--- src/sv/msd_pkg.sv ---
`timescale 1ns / 1ps
// Shared types, widths and codes for the multi-switch counting debouncer.
// No dependencies; used by every module of the block.

package msd_pkg;

    localparam int unsigned MAX_SWITCHES     = 16;
    localparam int unsigned NUM_SWITCHES_DEF = 16;
    localparam int unsigned INDEX_W          = 8;
    localparam int unsigned COUNT_W          = 8;
    localparam int unsigned MASK_W           = MAX_SWITCHES;
    localparam int unsigned CFG_INDEX_W      = 2;
    localparam int unsigned CFG_DATA_W       = 16;

    localparam logic [COUNT_W-1:0] COUNT_LIMIT_RESET = COUNT_W'(10);
    localparam logic [MASK_W-1:0]  MASK_RESET        = '0;

    // Register indexes of the configuration port
    localparam logic [CFG_INDEX_W-1:0] CFG_IDX_COUNT_LIMIT = CFG_INDEX_W'(0);
    localparam logic [CFG_INDEX_W-1:0] CFG_IDX_LEVEL_MASK  = CFG_INDEX_W'(1);

    // Result status codes
    localparam logic STATUS_OK        = 1'b0;
    localparam logic STATUS_BAD_INDEX = 1'b1;

    typedef struct packed {
        logic [INDEX_W-1:0] switch_index;
        logic               pin_level;
    } sample_t;

    typedef struct packed {
        logic status;
        logic pressed;
    } result_t;

    typedef struct packed {
        logic [COUNT_W-1:0] count_limit;
        logic [MASK_W-1:0]  pressed_level_mask;
    } cfg_t;

endpackage

--- src/sv/msd_cfg_regs.sv ---
`timescale 1ns / 1ps
// Configuration registers of the debouncer: count limit and pressed-level mask.
// Depends on msd_pkg.

module msd_cfg_regs
    import msd_pkg::*;
(
    input  logic                   clk,
    input  logic                   rst_n,
    input  logic                   cfg_wr_en,
    input  logic [CFG_INDEX_W-1:0] cfg_index,
    input  logic [CFG_DATA_W-1:0]  cfg_data,
    output cfg_t                   cfg
);

    logic [COUNT_W-1:0] count_limit_reg;
    logic [MASK_W-1:0]  level_mask_reg;

    always_ff @(posedge clk or negedge rst_n)
    begin
        if (!rst_n)
        begin
            count_limit_reg <= COUNT_LIMIT_RESET;
            level_mask_reg  <= MASK_RESET;
        end
        else if (cfg_wr_en)
        begin
            case (cfg_index)
                CFG_IDX_COUNT_LIMIT: count_limit_reg <= cfg_data[COUNT_W-1:0];
                CFG_IDX_LEVEL_MASK:  level_mask_reg  <= cfg_data[MASK_W-1:0];
                default:             ;
            endcase
        end
    end

    assign cfg.count_limit        = count_limit_reg;
    assign cfg.pressed_level_mask = level_mask_reg;

endmodule

--- src/sv/msd_switch_bank.sv ---
`timescale 1ns / 1ps
// Per-switch debounce state and the single-pass update for one sample word.
// Depends on msd_pkg.

module msd_switch_bank
    import msd_pkg::*;
#(
    parameter int unsigned NUM_SWITCHES = NUM_SWITCHES_DEF
)
(
    input  logic    clk,
    input  logic    rst_n,
    input  logic    commit,
    input  sample_t sample,
    input  cfg_t    cfg,
    output result_t result
);

    localparam int unsigned IDX_W = (NUM_SWITCHES > 1) ? $clog2(NUM_SWITCHES) : 1;

    logic               stable_reg   [NUM_SWITCHES];
    logic               bouncing_reg [NUM_SWITCHES];
    logic [COUNT_W-1:0] press_cnt_reg [NUM_SWITCHES];
    logic [COUNT_W-1:0] rel_cnt_reg   [NUM_SWITCHES];

    logic               stable_next;
    logic               bouncing_next;
    logic [COUNT_W-1:0] press_cnt_next;
    logic [COUNT_W-1:0] rel_cnt_next;

    logic [IDX_W-1:0]   sel;
    logic               in_range;
    logic               is_press;
    logic               report;

    assign sel      = sample.switch_index[IDX_W-1:0];
    assign in_range = (sample.switch_index < INDEX_W'(NUM_SWITCHES));
    assign is_press = (sample.pin_level == cfg.pressed_level_mask[sel]);

    always_comb
    begin
        stable_next    = stable_reg[sel];
        bouncing_next  = bouncing_reg[sel];
        press_cnt_next = press_cnt_reg[sel];
        rel_cnt_next   = rel_cnt_reg[sel];
        report         = stable_reg[sel];

        if (bouncing_reg[sel])
        begin
            // count the run; the other counter starts over
            if (is_press)
            begin
                press_cnt_next = press_cnt_reg[sel] + COUNT_W'(1);
                rel_cnt_next   = '0;
            end
            else
            begin
                rel_cnt_next   = rel_cnt_reg[sel] + COUNT_W'(1);
                press_cnt_next = '0;
            end
            // pressed run is tested first
            if (press_cnt_next == cfg.count_limit)
            begin
                press_cnt_next = '0;
                bouncing_next  = 1'b0;
                stable_next    = 1'b1;
            end
            else if (rel_cnt_next == cfg.count_limit)
            begin
                rel_cnt_next  = '0;
                bouncing_next = 1'b0;
                stable_next   = 1'b0;
            end
            report = stable_next;
        end
        else if (is_press != stable_reg[sel])
        begin
            bouncing_next = 1'b1;
        end
    end

    always_ff @(posedge clk or negedge rst_n)
    begin
        if (!rst_n)
        begin
            for (int i = 0; i < NUM_SWITCHES; i++)
            begin
                stable_reg[i]    <= 1'b0;
                bouncing_reg[i]  <= 1'b0;
                press_cnt_reg[i] <= '0;
                rel_cnt_reg[i]   <= '0;
            end
        end
        else if (commit && in_range)
        begin
            stable_reg[sel]    <= stable_next;
            bouncing_reg[sel]  <= bouncing_next;
            press_cnt_reg[sel] <= press_cnt_next;
            rel_cnt_reg[sel]   <= rel_cnt_next;
        end
    end

    assign result.status  = in_range ? STATUS_OK : STATUS_BAD_INDEX;
    assign result.pressed = in_range & report;

endmodule

--- src/sv/multi_switch_counting_debouncer_unit.sv ---
`timescale 1ns / 1ps
// Top level of the multi-switch counting debouncer: input and result registers.
// Depends on msd_pkg, msd_cfg_regs and msd_switch_bank.
//
//   channel   direction  handshake                  word
//   sample    in         sample_valid/sample_stall  sample_t (switch_index, pin_level)
//   result    out        result_valid/result_stall  result_t (status, pressed)
//   cfg       in         cfg_wr_en                  cfg_index, cfg_data
//
// Each sample word passes through the input register and then the result
// register. A new word is accepted every cycle unless the result is stalled.
// State is updated as the result is registered, so back-to-back samples of one
// switch see each other's effect. Reset clears all switch state to released.
// A stalled result holds the input register; sample_stall rises only then.

module multi_switch_counting_debouncer_unit
    import msd_pkg::*;
#(
    parameter int unsigned NUM_SWITCHES = NUM_SWITCHES_DEF
)
(
    input  logic                   clk,
    input  logic                   rst_n,
    input  logic                   sample_valid,
    output logic                   sample_stall,
    input  sample_t                sample,
    output logic                   result_valid,
    input  logic                   result_stall,
    output result_t                result,
    input  logic                   cfg_wr_en,
    input  logic [CFG_INDEX_W-1:0] cfg_index,
    input  logic [CFG_DATA_W-1:0]  cfg_data
);

    cfg_t    cfg;
    result_t bank_result;

    logic    in_valid_reg;
    sample_t in_data_reg;
    logic    out_valid_reg;
    result_t out_data_reg;

    logic    out_free;
    logic    advance;

    assign out_free     = !out_valid_reg || !result_stall;
    assign advance      = in_valid_reg && out_free;
    assign sample_stall = in_valid_reg && !out_free;

    msd_cfg_regs u_cfg_regs
    (
        .clk       (clk),
        .rst_n     (rst_n),
        .cfg_wr_en (cfg_wr_en),
        .cfg_index (cfg_index),
        .cfg_data  (cfg_data),
        .cfg       (cfg)
    );

    msd_switch_bank #(
        .NUM_SWITCHES (NUM_SWITCHES)
    ) u_switch_bank
    (
        .clk    (clk),
        .rst_n  (rst_n),
        .commit (advance),
        .sample (in_data_reg),
        .cfg    (cfg),
        .result (bank_result)
    );

    always_ff @(posedge clk or negedge rst_n)
    begin
        if (!rst_n)
        begin
            in_valid_reg  <= 1'b0;
            out_valid_reg <= 1'b0;
        end
        else
        begin
            if (!sample_stall)
            begin
                in_valid_reg <= sample_valid;
            end
            if (out_free)
            begin
                out_valid_reg <= in_valid_reg;
            end
        end
    end

    always_ff @(posedge clk)
    begin
        if (!sample_stall && sample_valid)
        begin
            in_data_reg <= sample;
        end
        if (advance)
        begin
            out_data_reg <= bank_result;
        end
    end

    assign result_valid = out_valid_reg;
    assign result       = out_data_reg;

`ifndef NO_ASSERTIONS
    a_stall_only_when_full: assert property (@(posedge clk) disable iff (!rst_n)
        sample_stall |-> (result_valid && result_stall))
        else $error("sample stalled while result register free");

    a_result_from_input: assert property (@(posedge clk) disable iff (!rst_n)
        $rose(result_valid) |-> $past(in_valid_reg))
        else $error("result appeared without a registered sample");

    a_error_not_pressed: assert property (@(posedge clk) disable iff (!rst_n)
        (advance && (bank_result.status == STATUS_BAD_INDEX)) |=> !result.pressed)
        else $error("out-of-range sample reported pressed");
`endif

endmodule

--- config.mk ---
export PLATFORM = sky130hd
export DESIGN_NAME = multi_switch_counting_debouncer_unit
export DESIGN_NICKNAME = d
export VERILOG_FILES = /design/src/sv/msd_pkg.sv /design/src/sv/msd_cfg_regs.sv /design/src/sv/msd_switch_bank.sv /design/src/sv/multi_switch_counting_debouncer_unit.sv
export SDC_FILE = /design/constraint.sdc
export NUM_CORES = 1
export LEC_CHECK = 0
export BUFFER_PORTS_ARGS = -buffer_cell sky130_fd_sc_hd__buf_2
export CAP_MARGIN = 20
export CORE_MARGIN = 1.5
export CORE_UTILIZATION = 60
export DETAILED_ROUTE_END_ITERATION = 10
export GPL_TIMING_DRIVEN = 0
export PLACE_DENSITY = 0.77
export SLEW_MARGIN = 20
export SYNTH_ARGS = -nofsm -noshare
export SYNTH_HDL_FRONTEND = slang
export SYNTH_SLANG_ARGS = --single-unit
--- constraint.sdc ---
create_clock -name clk -period 10.2 [get_ports clk]
set_clock_uncertainty 0.1 [all_clocks]
set_input_delay 2.04 -clock clk [delete_from_list [all_inputs] [get_ports clk]]
set_output_delay 2.04 -clock clk [all_outputs]
set_load 0.01 [all_outputs]
; Word-level counts from Yosys, hierarchy flattened
; Index checks and enable logic that the tools add are counted.
[classes]
add_sub_neg = 2
n_lt_le_gt_ge = 4
eq_ne = 5
n_mux = 39
bitwise = 2
n_reduce_logical = 13
[op_table]
columns = cell, n
row1 = $bwmux 128, 2
row2 = $mux 8, 14
row3 = $bmux 8 s4, 2
row4 = $bwmux 16, 2
row5 = $demux 8 s4, 1
row6 = $add 8x1->8 const B, 2
row7 = $eq 8x8->1, 2
row8 = $mux 1, 14
row9 = $bmux 1 s4, 3
row10 = $lt 8x5->1 const B, 1
row11 = $ge 5x5->1 const B, 1
row12 = $logic_and 1x1->1, 5
row13 = $lt 4x5->1 const B, 1
row14 = $lt 5x1->1 const B, 1
row15 = $not 4->5, 1
row16 = $demux 1 s4, 1
row17 = $logic_not 1->1, 4
row18 = $reduce_and 2->1, 2
row19 = $eq 2x1->1 const B, 1
row20 = $logic_not 2->1, 1
row21 = $and 1x1->1, 1
row22 = $eq 1x1->1, 1
row23 = $logic_or 1x1->1, 1
row24 = $ne 1x1->1, 1
[word_totals]
regBits = 325
in_bits = 32
elab_cells = 137

; Longest topological paths before layout
; Gate-level depths: netlist of the first run.
[depth]
ltp_word = 12
mapped_depth = 19
mapped_depth_nobuf = 14

; By module
; Synthesis of the first run repeated with hierarchy kept, for this count alone.
[hier_totals]
hier_cells = 1389
area_unflattened_um2 = 15760.1
[modules_own_cells]
columns = module, n_inst, cells_per_inst, area_each_um2, seq_area_each_um2
row1 = msd_switch_bank, 1, 1319, 14413.8, 7206.9
row2 = msd_cfg_regs, 1, 51, 923.4, 603.1
row3 = multi_switch_counting_debouncer_unit, 1, 19, 422.9, 380.4

; Worst setup path before layout of the first run
; OpenSTA, ideal clock, no wires.
[synth_path]
kind = register to register
start = register in_data_reg[1] in the netlist's numbering
end = register out_data_reg (netlist bit result[0]), data pin
setup_time_ps = 256
t_arrival_ps = 4055
t_required_ps = 9844
setup_slack_ps = 5790
stages_incl_launch_ff = 16
synth_period_minus_slack_ps = 4410
path_cell_list = edfxtp_1 buf_4 mux4_2 mux4_2 ha_1 and3_1 a32o_1 a31oi_1 a2111oi_2 mux2i_1 xnor2_1 nand4_1 or4_1 a22oi_1 buf_2 nor2_1
[synth_rtl]
columns = element, line
row1 = from (decl), multi_switch_counting_debouncer_unit.sv:39  ; sample_t in_data_reg;
row2 = from (signal assigned), multi_switch_counting_debouncer_unit.sv:96  ; in_data_reg <= sample;
row3 = to (signal assigned), multi_switch_counting_debouncer_unit.sv:100  ; out_data_reg <= bank_result;
row4 = to (decl), multi_switch_counting_debouncer_unit.sv:41  ; result_t out_data_reg;

==> flow_metrics.py, run 1 <==
metrics = {
    "outcome": {
        "status": "complete, no violations",
    },
    "clock_network": {
        "cts_max_level": 2,
        "clock_sinks": 325,
        "numCtsBuffers": 34,
        "cts_resized": 0,
        "post_cts_buffers": 0,
        "clk_path_buf_depth": 3,
        "root_buffer": "clkbuf_16",
        "clock_latency_ns": 0.52,
        "path_clk_slew_ns": 0.06,
        "cts_tree": "yes",
        "hold_buffers": 0,
    },
    "drt": {
        "firstDrtPassIters": 6,
        "wl_per_cell_um": 28.5,
        "wirelength_um": 52000,
        "drtIter0Drc": 1916,
        "vias_per_cell": 7.22,
        "vias": 13190,
        "remaining_drc_errors": 0,
        "postRouteAntennaNets": 0,
    },
    "synthesis": {
        "syn_nets": 1433,
        "yosysTopAreaCell": "dfrtp_1",
        "synthCells": 1399,
        "yosysSeqAreaShare_pct": 53.0,
        "synthArstFlopShare_pct": 96.6,
        "synth.distinct_cells": 65,
        "synth_area_um2": 15400,
        "dominantRegCellSynth": "dfrtp_1",
        "avgSynthCellArea_um2": 11.0,
        "yosysTopAreaCellShare_pct": 50.6,
        "ys_warn_count": 0,
        "synth_area_leaders": "dfrtp_1 51%, mux4_2 11%, a31oi_1 9.2%",
        "ys_ff_latch": 325,
        "synth_edf_count": 11,
    },
    "hold_path": {
        "hp-class": "register to register",
    },
    "power": {
        "power.internal_uw": 2370,
        "p_seq_share_pct": 45.6,
        "p_per_area_nw_per_um2": 188,
        "power.leakage_uw": 0.00743,
        "switchingPower_uw": 871,
        "clockPowerShare_pct": 39.9,
        "ir_worst_vdd_mv": 0.177,
        "swShare_pct": 26.9,
        "p_comb_share_pct": 14.5,
        "power_uw": 3240,
    },
    "setup_path": {
        "crit_path_top_delay_cell": "a22oi_1",
        "path_buf_inv": 7,
        "crit_path_max_incr_delay_ns": 0.92,
        "end_kind": "register",
        "worstSetupPathType": "register to register",
        "crit_family": "buffers and inverters",
        "cp.required_ns": 10.37,
        "cpMostUsedCell": "buf_2",
        "worstPathMaxFanout": 10,
        "cp-start-kind": "register",
        "path_cells": "buf_4 > buf_6 > buf_2 > buf_1 > buf_2 > mux4_2 > mux2_2 > o21ai_1 > clkinv_1 > a22oi_1 > buf_2 > nor2_1",
        "crit_arrival_ns": 6.61,
    },
    "global_route": {
        "grt_usage_pct": 40.2,
        "grt_pass1_wl_um": 78000,
        "gr-total-overflow": 0,
        "antenna_found_initial": 0,
        "grt_start_max_net_pins": 102,
        "first_global_vias": 13161,
    },
    "sta": {
        "setup_tns_ns": 0,
        "fin_crit_sh_pct": 63.2,
        "worst_pin_slew_ns": 1.17,
        "hold_viol_final": 0,
        "slew_headroom_pct": 22.2,
        "rsz0062_at_grt": "false",
        "finalWorstSetupSlack_ns": 3.76,
        "holdWs_ns": 0.395,
        "fmax_mhz": 155,
        "drv_slew": 0,
        "setup_viol": 0,
        "finalCriticalPeriod_ns": 6.44,
    },
    "cells_and_area": {
        "drive_above_1_share_pct": 17.5,
        "layout_commonest_cell": "nor2_1",
        "final_cell_mix": "319 x nor2_1, 312 x dfrtp_1, 227 x a31oi_1, 81 x clkbuf_1, 75 x mux4_2",
        "layout.nets": 1507,
        "areaGrowthSynthToFinish_pct": 11.9,
    },
    "floorplan": {
        "ios": 36,
        "core_area_um2": 25300,
        "die-area_um2": 26700,
        "dieWidth_um": 163,
        "start_util_pct": 61.1,
        "rows": 58,
        "die_y_um": 163,
    },
    "placement": {
        "gp_congestion": 0.972,
        "dp_hpwl_um": 33700,
        "portBuffers": 35,
        "pre_cts_ws_ns": 4.12,
    },
    "flow_run": {
        "max_cap_viol_count": 0,
    },
}
worst register-to-register path: stages, from the launching register on:
cell      delay (ns)
edfxtp_1        0.35
buf_4           0.27
buf_6           0.22
buf_2           0.42
buf_1           0.76
buf_2           0.43
mux4_2          0.39
mux2_2          0.29
o21ai_1         0.85
clkinv_1        0.75
a22oi_1         0.93
buf_2           0.38
nor2_1          0.06
cell families after synthesis:
group           count (synthesis)  synth area share, %
compound gates                350                 14.5
xor+xnor                       18                 1.11
fa+ha+maj                       2                0.162
buf+inv                       128                 3.84
flops                         325                 53.0
mux                           135                 15.2
simple gates                  441                 12.2
per-stage QoR:
| step | utilization (%) | cell area [µm²] | std cells |
|---|---|---|---|
| global route | 68.4 | 17300 | 1825 |
| finish | 68.4 | 17300 | 1826 |
| CTS | 68.4 | 17300 | 1825 |
| global placement | 63.5 | 16000 | 1764 |
| floorplan | - | 15400 | 1399 |
| detailed placement | 63.9 | 16100 | 1767 |
routing by layer:
| metal | vias up | routed length (µm) | global-route usage (%) |
|---|---|---|---|
| met5 | - | 0 | 0 |
| met4 | 0 | 4000 | 27.6 |
| met3 | 287 | 7540 | 14.6 |
| met2 | 1141 | 22500 | 58.6 |
| met1 | 6446 | 18000 | 50.2 |
| li1 | 5316 | - | - |
power by group through the flow:
stage | clock, µW | sequential, µW | combinational, µW
floorplan | 0 | 1470 | 319
global placement | 0 | 1490 | 434
detailed placement | 0 | 1500 | 452
CTS | 1290 | 1480 | 457
global route | 1340 | 1490 | 505
finish | 1290 | 1480 | 470
cells in the mapped netlist (all sizes together) (13+ instances only):
master,n
nor2,322
dfrtp,312
a31oi,229
clkbuf,75
mux4,75
a21oi,59
buf,41
mux2,41
nand2,40
a22oi,19
mux2i,19
o21ai,17
nand3,13
xnor2,13
worst paths after layout:
kind,startpoint,end,slack (ns),cells after the start
min in group asynchronous,rst_n,u_switch_bank.rel_cnt_reg[48]$_DFFE_PN0P_,1.36,1
min,in_valid_reg$_DFFE_PN0N_,result_valid$_DFFE_PN0N_,0.40,1
max in group asynchronous,rst_n,u_switch_bank.rel_cnt_reg[69]$_DFFE_PN0P_,7.48,3
min reg2reg,in_valid_reg$_DFFE_PN0N_,result_valid$_DFFE_PN0N_,0.40,1
max,in_data_reg[2]$_DFFE_PP_,result[0]$_DFFE_PP_,3.76,12
max reg2reg,in_data_reg[2]$_DFFE_PP_,result[0]$_DFFE_PP_,3.76,12
layout make-up:
type | instances | area, µm²
flip-flops and latches | 325 | 8190
well taps | 330 | 413
inverters | 12 | 45.0
clock inverters | 11 | 161
diodes | 1 | 2.50
fillers | 1796 | 7970
plain buffers | 116 | 548
repair buffers | 38 | 268
clock buffers | 47 | 981
multi-input cells | 946 | 6680
(Power assumes the default switching activity.)
==> run 2, diff against run 1 <==
Clock period 10.2 ns to 6.3 ns, I/O delays scaled along.
==> run 2 against run 1 <==
- critical path depth unchanged
- the run now ends with negative setup slack left
- register-to-register slack worse by 3.9 ns
- sequential cell count unchanged
- critical path type unchanged
- non-clock buffer count down 1
- power up 62%
- largest cell class unchanged
==> flow_metrics.py, run 2 (synthesis results as in run 1) <==
metrics = {
    "cells_and_area": {
        "stdcell_count": 1827,
        "multi_input_area_um2": 6680,
        "register_area_um2": 8190,
        "fin_area_um2": 17300,
        "final_cell_mix": "319 x nor2_1, 312 x dfrtp_1, 227 x a31oi_1, 80 x clkbuf_1, 75 x mux4_2",
        "areaGrowthSynthToFinish_pct": 11.9,
        "layout_commonest_cell": "nor2_1",
        "fillers": 1795,
        "layout.nets": 1506,
        "drive_above_1_share_pct": 17.5,
    },
    "sta": {
        "drv_slew": 0,
        "setup_tns_ns": -1.31,
        "setup_viol": 10,
        "holdWs_ns": 0.395,
        "finalWorstSetupSlack_ns": -0.190,
        "fin_crit_sh_pct": 103,
        "fmax_mhz": 154,
        "rsz0062_at_grt": "false",
        "slew_headroom_pct": 18.4,
        "finalCriticalPeriod_ns": 6.49,
        "hold_viol_final": 0,
        "worst_pin_slew_ns": 1.22,
    },
    "hold_path": {
        "hp-class": "register to register",
    },
    "floorplan": {
        "die-area_um2": 26700,
        "ios": 36,
        "core_area_um2": 25300,
        "rows": 58,
        "start_util_pct": 61.1,
        "die_y_um": 163,
        "dieWidth_um": 163,
    },
    "drt": {
        "wl_per_cell_um": 28.5,
        "postRouteAntennaNets": 0,
        "remaining_drc_errors": 0,
        "drtIter0Drc": 1831,
        "vias": 13257,
        "firstDrtPassIters": 8,
        "wirelength_um": 52000,
        "vias_per_cell": 7.26,
    },
    "clock_network": {
        "root_buffer": "clkbuf_16",
        "cts_tree": "yes",
        "clk_path_buf_depth": 3,
        "cts_resized": 0,
        "clock_latency_ns": 0.52,
        "cts_max_level": 2,
        "path_clk_slew_ns": 0.06,
        "post_cts_buffers": 0,
        "clock_sinks": 325,
        "numCtsBuffers": 34,
    },
    "placement": {
        "portBuffers": 35,
        "dp_hpwl_um": 33700,
        "gp_congestion": 0.972,
        "dp_cells": 1767,
        "placed_area_um2": 16100,
    },
    "setup_path": {
        "cpMostUsedCell": "buf_2",
        "crit_arrival_ns": 6.66,
        "end_kind": "register",
        "cp.required_ns": 6.47,
        "crit_path_top_delay_cell": "a22oi_1",
        "path_cells": "buf_4 > buf_6 > buf_2 > buf_1 > buf_2 > mux4_2 > mux2_2 > o21ai_1 > clkinv_1 > a22oi_1 > buf_2 > nor2_1",
        "crit_path_max_incr_delay_ns": 0.95,
        "path_buf_inv": 7,
        "worstPathMaxFanout": 11,
        "worstSetupPathType": "register to register",
        "r2r_setup_slack_ns": -0.19,
        "crit_family": "buffers and inverters",
        "cp-start-kind": "register",
    },
    "power": {
        "clockPowerShare_pct": 39.9,
        "switchingPower_uw": 1410,
        "p_seq_share_pct": 45.6,
        "p_comb_share_pct": 14.5,
        "power.internal_uw": 3840,
        "ir_worst_vdd_mv": 0.288,
        "power.leakage_uw": 0.00743,
        "p_per_area_nw_per_um2": 304,
        "swShare_pct": 26.9,
    },
    "outcome": {
        "status": "finished with violations",
        "violations": "negative setup slack",
    },
    "global_route": {
        "gr-total-overflow": 0,
        "antenna_found_initial": 0,
        "grt_start_max_net_pins": 102,
        "grt_usage_pct": 40.2,
        "first_global_vias": 13161,
        "grt_pass1_wl_um": 78000,
    },
    "flow_run": {
        "max_cap_viol_count": 0,
    },
}
==> run 2: cell count changes in the layout (fill, tap and decap cells not counted) <==
cell / previous run / this run
clkbuf_1: 81 / 80
diode_2: 1 / 3
==> run 2: power groups by stage <==
stage	logic (µW)	clock network [µW]	registers (µW)
6_report	760	2090	2390
5_1_grt	818	2160	2410
3_3_place_gp	702	0	2410
3_5_place_dp	732	0	2420
2_1_floorplan	517	0	2390
4_1_cts	740	2090	2390
==> run 2: worst reg2reg max path, cell delays in order (launching register included) <==
cell      delay [ns]
edfxtp_1        0.35
buf_4           0.27
buf_6           0.21
buf_2           0.42
buf_1           0.74
buf_2           0.44
mux4_2          0.39
mux2_2          0.29
o21ai_1         0.88
clkinv_1        0.77
a22oi_1         0.95
buf_2           0.38
nor2_1          0.06
==> run 2: through the flow <==
step	setup WS (ns)	total power (µW)	utilization (%)
detailed placement	0.220	3160	63.9
CTS	0.240	5220	68.4
global route	0.00737	5390	68.4
finish	-0.190	5250	68.4
global placement	-1.97	3120	63.5
floorplan	1.89	2910	-
==> run 2: final timing paths <==
kind,startpoint,to,depth (start not counted)
min,in_valid_reg$_DFFE_PN0N_,result_valid$_DFFE_PN0N_,1
min in group asynchronous,rst_n,u_switch_bank.rel_cnt_reg[48]$_DFFE_PN0P_,1
min reg2reg,in_valid_reg$_DFFE_PN0N_,result_valid$_DFFE_PN0N_,1
max in group asynchronous,rst_n,u_switch_bank.rel_cnt_reg[7]$_DFFE_PN0P_,3
max,in_data_reg[2]$_DFFE_PP_,result[0]$_DFFE_PP_,12
max reg2reg,in_data_reg[2]$_DFFE_PP_,result[0]$_DFFE_PP_,12
==> run 2: area by class of cell <==
class	count	area share, %
inverter	12	0.261
sequential	325	47.4
multi-input combinational	946	38.6
clock inverter	11	0.934
clock buffer	47	5.68
tap	330	2.39
buffer	115	3.15
antenna	3	0.0434
timing repair buffer	38	1.55
==> run 2: timing repair <==
item / 4_1_cts / 5_1_grt
endpoints found under the setup margin: 0 / 4
hold buffers: 0 / 0
endpoints found under the hold margin: 0 / 0
==> run 2: layer usage <==
| metal | up-vias | global-route usage (%) | share of wire [%] |
|---|---|---|---|
| met5 | - | 0 | 0 |
| met2 | 1105 | 58.6 | 43 |
| li1 | 5323 | - | - |
| met4 | 0 | 27.6 | 7.6 |
| met3 | 307 | 14.6 | 14 |
| met1 | 6522 | 50.2 | 35 |
